[config.mk]
export PLATFORM = sky130hd
export DESIGN_NAME = gpl_div
export DESIGN_NICKNAME = d
export VERILOG_FILES = /design/src/rtl/core/gpl_pkg.sv /design/src/rtl/core/gpl_div.sv
export SDC_FILE = /design/constraint.sdc
export NUM_CORES = 1
export LEC_CHECK = 0
export ABC_AREA = 1
export BUFFER_PORTS_ARGS = -buffer_cell sky130_fd_sc_hd__buf_2
export CAP_MARGIN = 20
export CORE_ASPECT_RATIO = 1.4
export CORE_UTILIZATION = 49
export CTS_CLUSTER_DIAMETER = 120
export DETAILED_ROUTE_END_ITERATION = 6
export PLACE_DENSITY_LB_ADDON = 0.15
export SLEW_MARGIN = 40
export SYNTH_ARGS = -nofsm -noshare
export SYNTH_HDL_FRONTEND = slang
export SYNTH_SLANG_ARGS = --single-unit
[constraint.sdc]
create_clock -name clk -period 11.5 [get_ports clk]
set_input_delay 1.15 -clock clk [delete_from_list [all_inputs] [get_ports clk]]
set_output_delay 1.15 -clock clk [all_outputs]
set_load 0.05 [all_outputs]
[src/rtl/core/gpl_pkg.sv]
`default_nettype none
// ----------------------------------------------------------------------------
// gpl_pkg
// Shared widths, codes and pipeline payload types of the gradient lookup.
// ----------------------------------------------------------------------------
package gpl_pkg;

    localparam int NUM_STOPS       = 16;
    localparam int SLOT_W          = 4;
    localparam int POS_W           = 17;
    localparam int FRAC_W          = 16;
    localparam int CH_W            = 16;
    localparam int CNT_W           = 5;
    localparam int STEPS_PER_STAGE = 2;
    localparam int DIV_STAGES      = FRAC_W / STEPS_PER_STAGE;

    localparam logic KIND_LOAD   = 1'b0;
    localparam logic KIND_LOOKUP = 1'b1;

    typedef struct packed {
        logic [CH_W-1:0] r;
        logic [CH_W-1:0] g;
        logic [CH_W-1:0] b;
    } color_t;

    // Segment result carried alongside the divider
    typedef struct packed {
        logic   hit;
        color_t lo;
        color_t hi;
    } side_t;

    typedef struct packed {
        logic [POS_W-1:0]  rem;
        logic [POS_W-1:0]  den;
        logic [FRAC_W-1:0] quo;
        side_t             side;
    } div_t;

endpackage
`default_nettype wire

[src/rtl/core/gpl_div.sv]
`default_nettype none
// ----------------------------------------------------------------------------
// gpl_div
// Pipelined restoring divider for the blend factor, two quotient bits a stage.
// ----------------------------------------------------------------------------
module gpl_div (
    input  wire logic          clk,
    input  wire logic          rst_n,
    input  wire logic          adv,
    input  wire logic          in_valid,
    input  wire gpl_pkg::div_t in_item,
    output logic               out_valid,
    output gpl_pkg::div_t      out_item
);
    import gpl_pkg::*;

    div_t stg_reg [DIV_STAGES];
    logic vld_reg [DIV_STAGES];

    function automatic div_t div_step(input div_t d);
        div_t         t;
        logic [POS_W:0] r2;
        t = d;
        for (int s = 0; s < STEPS_PER_STAGE; s++)
        begin
            r2 = {t.rem, 1'b0};
            if (r2 >= {1'b0, t.den})
            begin
                r2    = r2 - {1'b0, t.den};
                t.quo = {t.quo[FRAC_W-2:0], 1'b1};
            end
            else
                t.quo = {t.quo[FRAC_W-2:0], 1'b0};
            t.rem = r2[POS_W-1:0];
        end
        return t;
    endfunction

    for (genvar g = 0; g < DIV_STAGES; g++)
    begin : g_stage
        div_t prev;
        logic prev_v;
        if (g == 0)
        begin : g_first
            assign prev   = in_item;
            assign prev_v = in_valid;
        end
        else
        begin : g_rest
            assign prev   = stg_reg[g - 1];
            assign prev_v = vld_reg[g - 1];
        end

        always_ff @(posedge clk)
        begin
            if (adv)
                stg_reg[g] <= div_step(prev);
        end

        always_ff @(posedge clk or negedge rst_n)
        begin
            if (!rst_n)
                vld_reg[g] <= 1'b0;
            else if (adv)
                vld_reg[g] <= prev_v;
        end
    end

    assign out_item  = stg_reg[DIV_STAGES - 1];
    assign out_valid = vld_reg[DIV_STAGES - 1];

endmodule
`default_nettype wire

==> flow_metrics.tcl <==
set metrics [dict create \
    status "completed" \
    r2r_end "stg_reg[1][587]" \
    die_w_um 278 \
    place.gp.congestion 0.935 \
    crit_path_max_fanout 23 \
    synthesis.area_mm2 0.0523 \
    crit_path_end "stg_reg[1][587]" \
    place_area_mm2 0.0553 \
    path_class "register to register" \
    regToRegSetupSlack_ns 6.41 \
    cts-root-buf "clkbuf_16" \
    clkTransAtPathRegs_ns 0.06 \
    grt_usage_pct 21.7 \
    dpl_worst_slack_ns 5.94 \
    grt_max_degree 119 \
    via_per_inst 5.08 \
    drtAntennaViolNets 0 \
    ys_warn_count 0 \
    end_kind "register" \
    worstPathRequired_ns 12.04 \
    power.leakage_nw 25.2 \
    cts_max_level 3 \
    cpMostUsedCell "nand2_1" \
    combPwrFrac_pct 49.7 \
    place_hpwl_um 90400 \
    switching_share_pct 43.0 \
    cp_slowest_cell "fa_1" \
    clockPowerShare_pct 19.0 \
    drt_iter0_drc 1440 \
    rsz0062_at_grt "no" \
    fin_crit_ns 5.09 \
    ff2ff_path_depth 24 \
    worstPathCellList "inv_1, fa_1, nand3_1, nand3_2, nand2_1, nand2_1, nand2_1, nand2_2, nand2_2, nand2_2, inv_6, nand2_1, o21ai_1, ha_1, a21oi_1, o21a_1, nand2_1, nand3_1, nand2_1, nand2_1, nand2_2, nor2_4, nand2_1, nand2_1" \
    grt_first_pass_wirelength_um 178000 \
    p_int_w 0.0103 \
    fin_area_mm2 0.0587 \
    rows 141 \
    netlist_instances 4663 \
    cp-startpoint "stg_reg[1][407]" \
    die_area_mm2 0.108 \
    area_growth_pct 12.3 \
    async_flop_share_pct 0.709 \
    setup_viol 0 \
    cp.arrival_ns 5.63 \
    seqPwrFrac_pct 31.3 \
    hold_violations 0 \
    synth-main-ff-cell "edfxtp_1" \
    clock_sinks 1128 \
    critical_path.max_stage_delay_ns 0.50 \
    worstReg2RegStart "stg_reg[1][407]" \
    cts_inserted_buffers 105 \
    antenna_found_initial 3 \
    chipHeight_um 389 \
    p_sw_w 0.00775 \
    synth-seq-area-share_pct 64.7 \
    finalWirelength_um 116000 \
    fin_setup_tns_ns 0 \
    tightest_slew_ns 0.898 \
    power_w 0.0180 \
    dr_total_vias 32900 \
    clk_latency_ns 0.71 \
    hold_buffers 0 \
    drive_gt1_share_pct 11.5 \
    drv_cap 0 \
    setup_ws_ns 6.41 \
    cts_resized 0 \
    largest_reg_flops 1120 \
    power_density_mw_per_mm2 307 \
    synth_edf_count 1120 \
    min_period_over_period_pct 44.2 \
    grt_pass1_vias 33700 \
    drt-pass1-iter-count 5 \
    coreArea_mm2 0.106 \
    fmax_mhz 197 \
    wl_per_cell_um 17.9 \
    synth_seq_cells 1128 \
    clock_skew_ns 0.0346 \
    drc 0 \
    slew_headroom_pct 39.5 \
    initial_core_util_pct 49.5 \
    synth_cell_type_count 44 \
    overflow 0 \
    port_buffers 282 \
    nNetsFinal 5448 \
    post_cts_buffers 0 \
    n_antenna_cell 0 \
    hp-class "input port to asynchronous set/reset pin" \
    peakVddDrop_mv 0.150 \
    drv_slew 0 \
    cts.path.max_buffers 3 \
    synth.net_count 5086 \
    critPathLaunchType "register" \
    io_pins 299 \
    synth.avg_cell_area_um2 11.2 \
    cts_tree "yes" \
]
==> worst min path at each step <==
stage	start	end	slack, ns	depth (start not counted)
after detailed placement	stg_reg[0][3]	stg_reg[0][150]	0.40	0
final	rst_n	g_stage[6].prev_v	0.27	1
after global placement	stg_reg[0][180]	stg_reg[0][327]	0.40	0
after CTS	rst_n	g_stage[4].prev_v	0.22	1
after floorplan	stg_reg[0][0]	stg_reg[0][147]	0.40	0
after global routing	rst_n	g_stage[7].prev_v	0.25	1
==> cell usage after synthesis, types with 34 or more instances <==
cell type / n / share of area, %
a21oi_1: 233 / 2.2
edfxtp_1: 1120 / 64
ha_1: 264 / 6.3
inv_1: 463 / 3.3
nand2_1: 1484 / 11
nand3_1: 218 / 2.1
nand3b_1: 44 / 0.63
nor2_1: 221 / 1.6
o21ai_0: 128 / 1.2
o21bai_1: 47 / 0.67
or2_2: 34 / 0.41
xnor2_1: 79 / 1.3
xor2_1: 67 / 1.1
==> placed cells by master (no fill, tap or decap), types with 7 or more instances in the layout <==
cell / instances
nor2_4: 7
nand3_2: 9
nor2_2: 7
fa_1: 8
buf_4: 9
clkinv_1: 20
nand2_1: 1484
edfxtp_1: 1120
nand3_1: 218
o21ai_1: 12
nor3_1: 17
bufinv_16: 10
xor2_1: 67
inv_2: 7
buf_2: 281
nand3b_1: 44
ha_1: 264
xnor2_1: 79
a21o_1: 16
o21ai_0: 128
a21oi_1: 233
inv_1: 463
dfrtp_1: 8
clkinv_2: 24
nor4_1: 12
nor2_1: 221
clkbuf_1: 21
nand4_1: 19
or2_2: 34
clkbuf_16: 105
nand2_2: 29
o21ai_2: 29
o21bai_1: 47
==> kinds of logic (layout without fill, tap and decap cells) <==
| group | Yosys count | after routing | share of synthesized area, % |
|---|---|---|---|
| xor+xnor | 146 | 146 | 2.45 |
| simple gates | 2116 | 2116 | 16.9 |
| compound gates | 478 | 478 | 5.14 |
| buf+inv | 523 | 973 | 4.16 |
| fa+ha+maj | 272 | 272 | 6.62 |
| flops | 1128 | 1128 | 64.7 |
==> metal layers <==
metal | global-route usage [%] | routed length, um | vias up | part of all wire [%]
met4 | 14.4 | 7940 | 6 | 6.9
met1 | 17.7 | 35800 | 15300 | 31
met5 | 0 | 34 | - | 0.029
met3 | 2.93 | 3210 | 329 | 2.8
met2 | 45.7 | 68900 | 619 | 59
li1 | - | - | 16700 | -
==> power by group through the flow <==
stage	Combinational [W]	Sequential, W	Clock, W
after CTS	0.00895	0.00564	0.00353
after global routing	0.00999	0.00569	0.00367
final	0.00896	0.00564	0.00342
after floorplan	0.00639	0.00586	0
after detailed placement	0.00892	0.00573	0
after global placement	0.00883	0.00571	0
==> per-stage QoR <==
stage / util [%] / hold slack [ns] / std cells
floorplan: - / 0.400 / 4663
global placement: 52.2 / 0.400 / 6272
finish: 55.6 / 0.267 / 6471
detailed placement: 52.3 / 0.405 / 6276
global route: 55.6 / 0.247 / 6471
CTS: 55.6 / 0.220 / 6471
==> cell type report <==
| cell class | instances | area (um2) |
|---|---|---|
| inverters | 478 | 1810 |
| repair buffers | 300 | 1670 |
| clock buffers | 126 | 2710 |
| fillers | 9056 | 46900 |
| well taps | 1358 | 1700 |
| flip-flops and latches | 1128 | 33800 |
| clock inverters | 69 | 748 |
| multi-input cells | 3012 | 16300 |
==> critical path: cells and delay by family, from the launching register on <==
family	cells	cell delay, ns
adders and majority gates	2	0.83
AOI/OAI and AO/OA	3	0.62
and+or+nand+nor	17	2.54
DFF	1	0.41
buffers and inverters	2	0.47
Power figures use the tool's default switching activity.
