<file path="src/rtl/core/gpl_pkg.sv">
`default_nettype none
// ----------------------------------------------------------------------------
// gpl_pkg
// Shared widths, codes and pipeline payload types of the gradient lookup.
// ----------------------------------------------------------------------------
package gpl_pkg;

    localparam int NUM_STOPS       = 16;
    localparam int SLOT_W          = 4;
    localparam int POS_W           = 17;
    localparam int FRAC_W          = 16;
    localparam int CH_W            = 16;
    localparam int CNT_W           = 5;
    localparam int STEPS_PER_STAGE = 2;
    localparam int DIV_STAGES      = FRAC_W / STEPS_PER_STAGE;

    localparam logic KIND_LOAD   = 1'b0;
    localparam logic KIND_LOOKUP = 1'b1;

    typedef struct packed {
        logic [CH_W-1:0] r;
        logic [CH_W-1:0] g;
        logic [CH_W-1:0] b;
    } color_t;

    // Segment result carried alongside the divider
    typedef struct packed {
        logic   hit;
        color_t lo;
        color_t hi;
    } side_t;

    typedef struct packed {
        logic [POS_W-1:0]  rem;
        logic [POS_W-1:0]  den;
        logic [FRAC_W-1:0] quo;
        side_t             side;
    } div_t;

endpackage
`default_nettype wire

</file>
<file path="src/rtl/core/gpl_mix.sv">
`default_nettype none
// ----------------------------------------------------------------------------
// gpl_mix
// Channel blend lo + (hi - lo) * blend, multiply stage then output register.
// ----------------------------------------------------------------------------
module gpl_mix (
    input  wire logic                       clk,
    input  wire logic                       rst_n,
    input  wire logic                       adv,
    input  wire logic                       in_valid,
    input  wire logic [gpl_pkg::FRAC_W-1:0] blend,
    input  wire gpl_pkg::side_t             side,
    output logic                            out_valid,
    output gpl_pkg::color_t                 color,
    output logic                            matched
);
    import gpl_pkg::*;

    localparam int PROD_W = CH_W + FRAC_W + 2;
    localparam int SUM_W  = PROD_W + 1;

    logic signed [PROD_W-1:0] prod_reg [3];
    logic [CH_W-1:0]          lo_reg   [3];
    logic                     hit_reg;
    logic                     vld_reg;

    logic [CH_W-1:0]          lo_ch [3];
    logic [CH_W-1:0]          hi_ch [3];
    logic [CH_W-1:0]          res   [3];

    assign lo_ch[0] = side.lo.r;
    assign lo_ch[1] = side.lo.g;
    assign lo_ch[2] = side.lo.b;
    assign hi_ch[0] = side.hi.r;
    assign hi_ch[1] = side.hi.g;
    assign hi_ch[2] = side.hi.b;

    always_ff @(posedge clk)
    begin
        if (adv)
        begin
            for (int c = 0; c < 3; c++)
            begin
                prod_reg[c] <= PROD_W'(($signed({1'b0, hi_ch[c]}) - $signed({1'b0, lo_ch[c]}))
                               * $signed({1'b0, blend}));
                lo_reg[c]   <= lo_ch[c];
            end
        end
    end

    always_comb
    begin
        for (int c = 0; c < 3; c++)
        begin
            res[c] = 16'(($signed({1'b0, SUM_W'({lo_reg[c], FRAC_W'(0)})})
                        + SUM_W'(prod_reg[c])) >>> FRAC_W);
        end
    end

    // Output register; drop the color when no segment matched
    always_ff @(posedge clk)
    begin
        if (adv)
        begin
            color.r <= hit_reg ? res[0] : '0;
            color.g <= hit_reg ? res[1] : '0;
            color.b <= hit_reg ? res[2] : '0;
            matched <= hit_reg;
        end
    end

    always_ff @(posedge clk)
    begin
        if (adv)
            hit_reg <= side.hit;
    end

    always_ff @(posedge clk or negedge rst_n)
    begin
        if (!rst_n)
        begin
            vld_reg   <= 1'b0;
            out_valid <= 1'b0;
        end
        else if (adv)
        begin
            vld_reg   <= in_valid;
            out_valid <= vld_reg;
        end
    end

endmodule
`default_nettype wire

</file>
<file path="config.mk">
export PLATFORM = sky130hd
export DESIGN_NAME = gpl_mix
export DESIGN_NICKNAME = d
export VERILOG_FILES = /design/src/rtl/core/gpl_pkg.sv /design/src/rtl/core/gpl_mix.sv
export SDC_FILE = /design/constraint.sdc
export NUM_CORES = 2
export LEC_CHECK = 0
export BUFFER_PORTS_ARGS = -buffer_cell sky130_fd_sc_hd__buf_2
export CAP_MARGIN = 20
export CORE_MARGIN = 4
export CORE_UTILIZATION = 70
export DETAILED_ROUTE_END_ITERATION = 10
export PLACE_DENSITY = 0.95
export SLEW_MARGIN = 0
export SYNTH_ARGS = -nofsm -noshare
export SYNTH_HDL_FRONTEND = slang
export SYNTH_SLANG_ARGS = --single-unit
</file>
<file path="constraint.sdc">
create_clock -name clk -period 6.45 [get_ports clk]
set_clock_uncertainty 0.1 [all_clocks]
set_input_delay 1.29 -clock clk [delete_from_list [all_inputs] [get_ports clk]]
set_output_delay 1.29 -clock clk [all_outputs]
set_load 0.01 [all_outputs]
</file>
==> results of run 1 <==
cells by family after synthesis:
kind of cell             Yosys count  synth area share (%)
buffers and inverters           1283                 12.09
AND/OR/NAND/NOR                 1278                 15.95
adder cells (fa/ha/maj)         1134                 50.08
AO/OA/AOI/OAI                    415                 7.171
XOR/XNOR                         159                 3.472
flip-flops                       148                 11.05
multiplexers                       7                0.1809
per-layer routing:
metal	overflow	GRT usage, %
met5	13	61.45
met4	260	85.85
met3	54	78.32
met2	462	94.64
met1	68	81.89
through the flow:
| step | TNS [ns] | hold slack, ns |
|---|---|---|
| floorplan | -71.45 | 0.3749 |
| CTS | -95.63 | 0.4254 |
| global placement | -102.01 | 0.3819 |
| detailed placement | -124.82 | 0.3945 |
repair_timing:
action,4_1_cts
pin swaps,177
cloned,0
setup buffers,86
setup endpoints to repair,48
resized for setup,238
hold endpoints to repair,0
==> summary.log, run 1 <==
INFO  grt            grt_first_pass_wirelength=384400microns
INFO  logic_synthesis synth-async-reset-ratio=1.351%
INFO  cts            clock_tree.htree_level_count=4
INFO  logic_synthesis post_syn_nets=5665
INFO  logic_synthesis post_synth_inst_count=4424
INFO  logic_synthesis synth.yosys.seq_area_share=11.05%
INFO  cts            cts_num_sinks=148
INFO  logic_synthesis cell_type_with_the_largest_total_area_after_synthesis=fa_1
INFO  placed_design  gp_congestion=0.9762
INFO  die            ioPinCount=167
INFO  logic_synthesis flip_flop_and_latch_count_after_synthesis=148
INFO  status         outcome=stopped before the end
INFO  status         stop_stage=global routing (5_1_grt)
INFO  cts            clockRootBuffer=clkbuf_16
INFO  die            fp.dieH=247.4microns
INFO  logic_synthesis post_synthesis_instance_area=0.04011sqmm
INFO  placed_design  count_of_buffers_from_port_buffering=166
INFO  placed_design  placed_cells=5808
INFO  logic_synthesis yosys.area.top_type_share=39.38%
INFO  logic_synthesis yosysMostFrequentCell=inv_1
INFO  grt            first_global_vias=55991
INFO  placed_design  place_worst_setup_slack=-3.065ns
INFO  placed_design  placed_area=0.04728sqmm
INFO  die            rows=87
INFO  status         run.stop_error=[ERROR GRT-0116] Global routing finished with congestion. Check the congestion regions in the DRC Viewer.
INFO  die            initial_utilization=70.86%
INFO  die            width_of_the_die=247.4microns
INFO  logic_synthesis synth.yosys.warnings=0
INFO  logic_synthesis synth_enable_flop_cells=146
INFO  logic_synthesis syn_area_per_cell=9.067squm
INFO  grt            grtUsageTotal=84.77%
INFO  logic_synthesis ys_top_cells_by_count=inv_1 (1076), fa_1 (789), nand2_1 (469), and2_1 (348), ha_1 (335)
INFO  logic_synthesis ys_types=74
INFO  cts            cts_max_path_buffers=2
INFO  grt            maximum_number_of_pins_on_one_net_before_global_route_repair=98
INFO  grt            globalRoute.totalOverflow=857
INFO  placed_design  dp.final_hpwl=121100microns
INFO  logic_synthesis synth_ff_type=edfxtp_1
INFO  logic_synthesis synth_top_cells_by_area=fa_1 (39%), edfxtp_1 (11%), ha_1 (10%)
INFO  cts            ctsHoldBuffers=0
INFO  cts            cts_buffers=17
==> run 2, diff against run 1 <==
- CORE_UTILIZATION: 70 -> 40
- PLACE_DENSITY: 0.95 -> not set
- PLACE_DENSITY_LB_ADDON: not set -> 0.15
==> summary.log, run 2 <==
INFO  grt            met2_usage=36.38%
INFO  die            rows=115 [+32%]
INFO  cells_and_area final_common_cell=inv_1
INFO  grt            grtUsageTotal=20.89%
INFO  timing         setup_viol=48
INFO  timing         final_min_period_over_clock_period=131.9%
INFO  cts            cts_max_path_buffers=2 [unchanged]
INFO  logic_synthesis synth_ff_type=edfxtp_1
INFO  cts            clock_tree.htree_level_count=4 [unchanged]
INFO  critical_path  required_time_worst_endpoint=6.59ns
INFO  status         outcome=finished with violations
INFO  logic_synthesis synth.yosys.warnings=0 [unchanged]
INFO  critical_path  setup.worst_path.class=input pin to flip-flop
INFO  critical_path  critical-path-max-stage-delay=0.52ns
INFO  critical_path  cpMostUsedCell=fa_1
INFO  logic_synthesis yosys.area.top_type_share=39.38% [unchanged]
INFO  logic_synthesis syn_area_per_cell=9.067squm [unchanged]
INFO  logic_synthesis flip_flop_and_latch_count_after_synthesis=148 [unchanged]
INFO  routing        drt-vias-per-instance=4.851
INFO  timing         postLayoutSetupSlackWorst=-2.056ns
INFO  cts            clockRootBuffer=clkbuf_16
INFO  routing        drt_iter0_drc=1471
INFO  die            core_area=0.09899sqmm
INFO  logic_synthesis ys_types=74 [unchanged]
INFO  placed_design  dp.final_hpwl=91800microns [-24%]
INFO  logic_synthesis post_synth_inst_count=4424 [unchanged]
INFO  cells_and_area share_of_post_route_cells_with_drive_strength_above_1=24.90%
INFO  die            ioPinCount=167 [unchanged]
INFO  routing        drt_pass1_iterations=5
INFO  cells_and_area area_delta_synth_final=26.05%
INFO  die            width_of_the_die=324.7microns [+31%]
INFO  timing         drv_slew=0
INFO  critical_path  reg2regPathDepth=10
INFO  logic_synthesis synth-async-reset-ratio=1.351% [unchanged]
INFO  critical_path  worst_r2r_start=lo_reg[0][1]$_DFFE_PP_
INFO  critical_path  critPathCapture=prod_reg[0][65]$_DFFE_PP_
INFO  timing         achievable-frequency=0.1176GHz
INFO  critical_path  worst_ep_arrival_time=8.64ns
INFO  placed_design  count_of_buffers_from_port_buffering=166 [unchanged]
INFO  status         violations_in_the_final_reports=negative setup slack
INFO  logic_synthesis synth_top_cells_by_area=fa_1 (39%), edfxtp_1 (11%), ha_1 (10%)
INFO  cells_and_area most-common-layout-cells=inv_1 (1034), fa_1 (761), buf_4 (685), nand2_1 (448), and2_1 (322)
INFO  die            initial_utilization=40.52% [-30 points]
INFO  critical_path  worst_path_max_delay_cell=fa_1
INFO  routing        drc=0
INFO  min_path       worstHoldPathType=flip-flop to flip-flop
INFO  critical_path  crit_path_max_fanout=5
INFO  cts            cts_num_sinks=148 [unchanged]
INFO  critical_path  critPathLaunch=side[65]
INFO  timing         timing.final.crit_period=8.506ns
INFO  cts            clk_pin_slew=0.08ns
INFO  timing         worst-slew-pin-transition=0.8285ns
INFO  logic_synthesis synth_enable_flop_cells=146 [unchanged]
INFO  critical_path  rrSetupSlack=3.22ns
INFO  die            floorplan.die_area=0.1054sqmm
INFO  placed_design  gp_congestion=0.8665 [-11%]
INFO  timing         grt_setup_unrepaired=true
INFO  logic_synthesis post_synthesis_instance_area=0.04011sqmm [unchanged]
INFO  placed_design  place_worst_setup_slack=-2.863ns [+0.2024 ns]
INFO  routing        dr_total_vias=31360
INFO  logic_synthesis ys_top_cells_by_count=inv_1 (1076), fa_1 (789), nand2_1 (469), and2_1 (348), ha_1 (335)
INFO  grt            antenna_found_initial=4
INFO  routing        post_drt_wl_per_cell=16.63microns
INFO  logic_synthesis cell_type_with_the_largest_total_area_after_synthesis=fa_1
INFO  logic_synthesis post_syn_nets=5665 [unchanged]
INFO  grt            grt_first_pass_wirelength=176500microns
INFO  routing        count_of_antenna_violating_nets_left_after_detailed_routing=0
INFO  grt            globalRoute.totalOverflow=0
INFO  logic_synthesis synth.yosys.seq_area_share=11.05% [unchanged]
INFO  cells_and_area num-fill-cells=9358
INFO  routing        totalWireLength=107500microns
INFO  cts            cts_tree=done
INFO  grt            maximum_number_of_pins_on_one_net_before_global_route_repair=88
INFO  grt            grt.met3_usage=2.366%
INFO  die            fp.dieH=324.7microns [+31%]
INFO  grt            first_global_vias=33366
INFO  grt            most_crowded_layer_after_global_routing=met2
INFO  cts            ctsHoldBuffers=0 [unchanged]
INFO  logic_synthesis yosysMostFrequentCell=inv_1
INFO  critical_path  critical_path.endpoint_type=flip-flop
INFO  cells_and_area finalNetCount=6405
INFO  run            number_of_max_cap_violations=0
INFO  critical_path  startpoint_types=input pin
INFO  timing         worst_slew_margin_rel=44.29%
INFO  grt            groute.layer.met1.usage=27.80%
INFO  critical_path  regToRegEndpoint=color[47]$_SDFFCE_PN0P_
INFO  cts            worst_skew_late_latency=0.49ns
INFO  cts            cts_buffers=17 [unchanged]
INFO  timing         report.final.hold_viol_count=0
INFO  timing         fin_hold_ws=0.4112ns
run 2: cell counts after synthesis:
Identical to the previous run, type by type.
run 2: what timing repair did:
action | in CTS | in global routing
endpoints found under the setup margin | 48 | 48
pin swaps | 137 | 121
resized for setup | 175 | 117
gates cloned | 1 | 0
setup buffers | 38 | 24
run 2: worst min-delay path by stage:
stage	startpoint	endpoint	slack [ns]	cells after the start
2_1_floorplan	vld_reg$_DFFE_PN0P_	vld_reg$_DFFE_PN0P_	0.37	1
3_3_place_gp	vld_reg$_DFFE_PN0P_	out_valid$_DFFE_PN0P_	0.38	1
3_5_place_dp	vld_reg$_DFFE_PN0P_	out_valid$_DFFE_PN0P_	0.40	1
4_1_cts	rst_n	vld_reg$_DFFE_PN0P_	0.41	1
5_1_grt	rst_n	out_valid$_DFFE_PN0P_	0.43	1
6_report	vld_reg$_DFFE_PN0P_	out_valid$_DFFE_PN0P_	0.41	1
run 2: worst max-delay path, delay by kind of cell:
kind	cells	cell delay (ns)
AND/OR/NAND/NOR	2	0.35
AO/OA/AOI/OAI	13	2.70
XOR/XNOR	2	0.23
adder cells (fa/ha/maj)	8	3.32
buffers and inverters	9	0.75
run 2: cells by family after synthesis:
kind of cell	Yosys count	synth area share [%]
AOI/OAI and AO/OA	415	7.171
and+or+nand+nor	1278	15.95
DFF	148	11.05
muxes	7	0.1809
xor gates and xnor gates	159	3.472
buffers and inverters	1283	12.09
adders and majority gates	1134	50.08
run 2: per-stage QoR:
step	area [sq um]	utilization, %	TNS (ns)	cells
6_report	50560	51.07	-79.48	6465
5_1_grt	50560	51.07	-89.55	6464
4_1_cts	50010	50.52	-74.37	6448
3_5_place_dp	48420	48.91	-113.39	6383
3_3_place_gp	48420	48.91	-111.53	6383
2_1_floorplan	41110	-	-71.45	4424
run 2: layout make-up:
type	instances	area [sq um]	area share (%)
tap	1287	1610	3.185
clock buffer	18	439.2	0.8686
clock inverter	14	141.4	0.2796
antenna	1	2.502	0.004949
sequential	148	4434	8.770
multi-input combinational	2993	32580	64.44
timing repair buffer	925	7229	14.30
inverter	1079	4120	8.149
run 2: routing by layer:
metal  up-vias  share of wire (%)
met5         -              0.025
met4         4                2.4
met3       113                3.8
met2       537                 50
met1     15703                 44
li1      15003                  -
Power of run 2 is left out: the tool's default activity adds up to more than one toggle a clock period on the data nets, which glitch-free logic cannot reach.
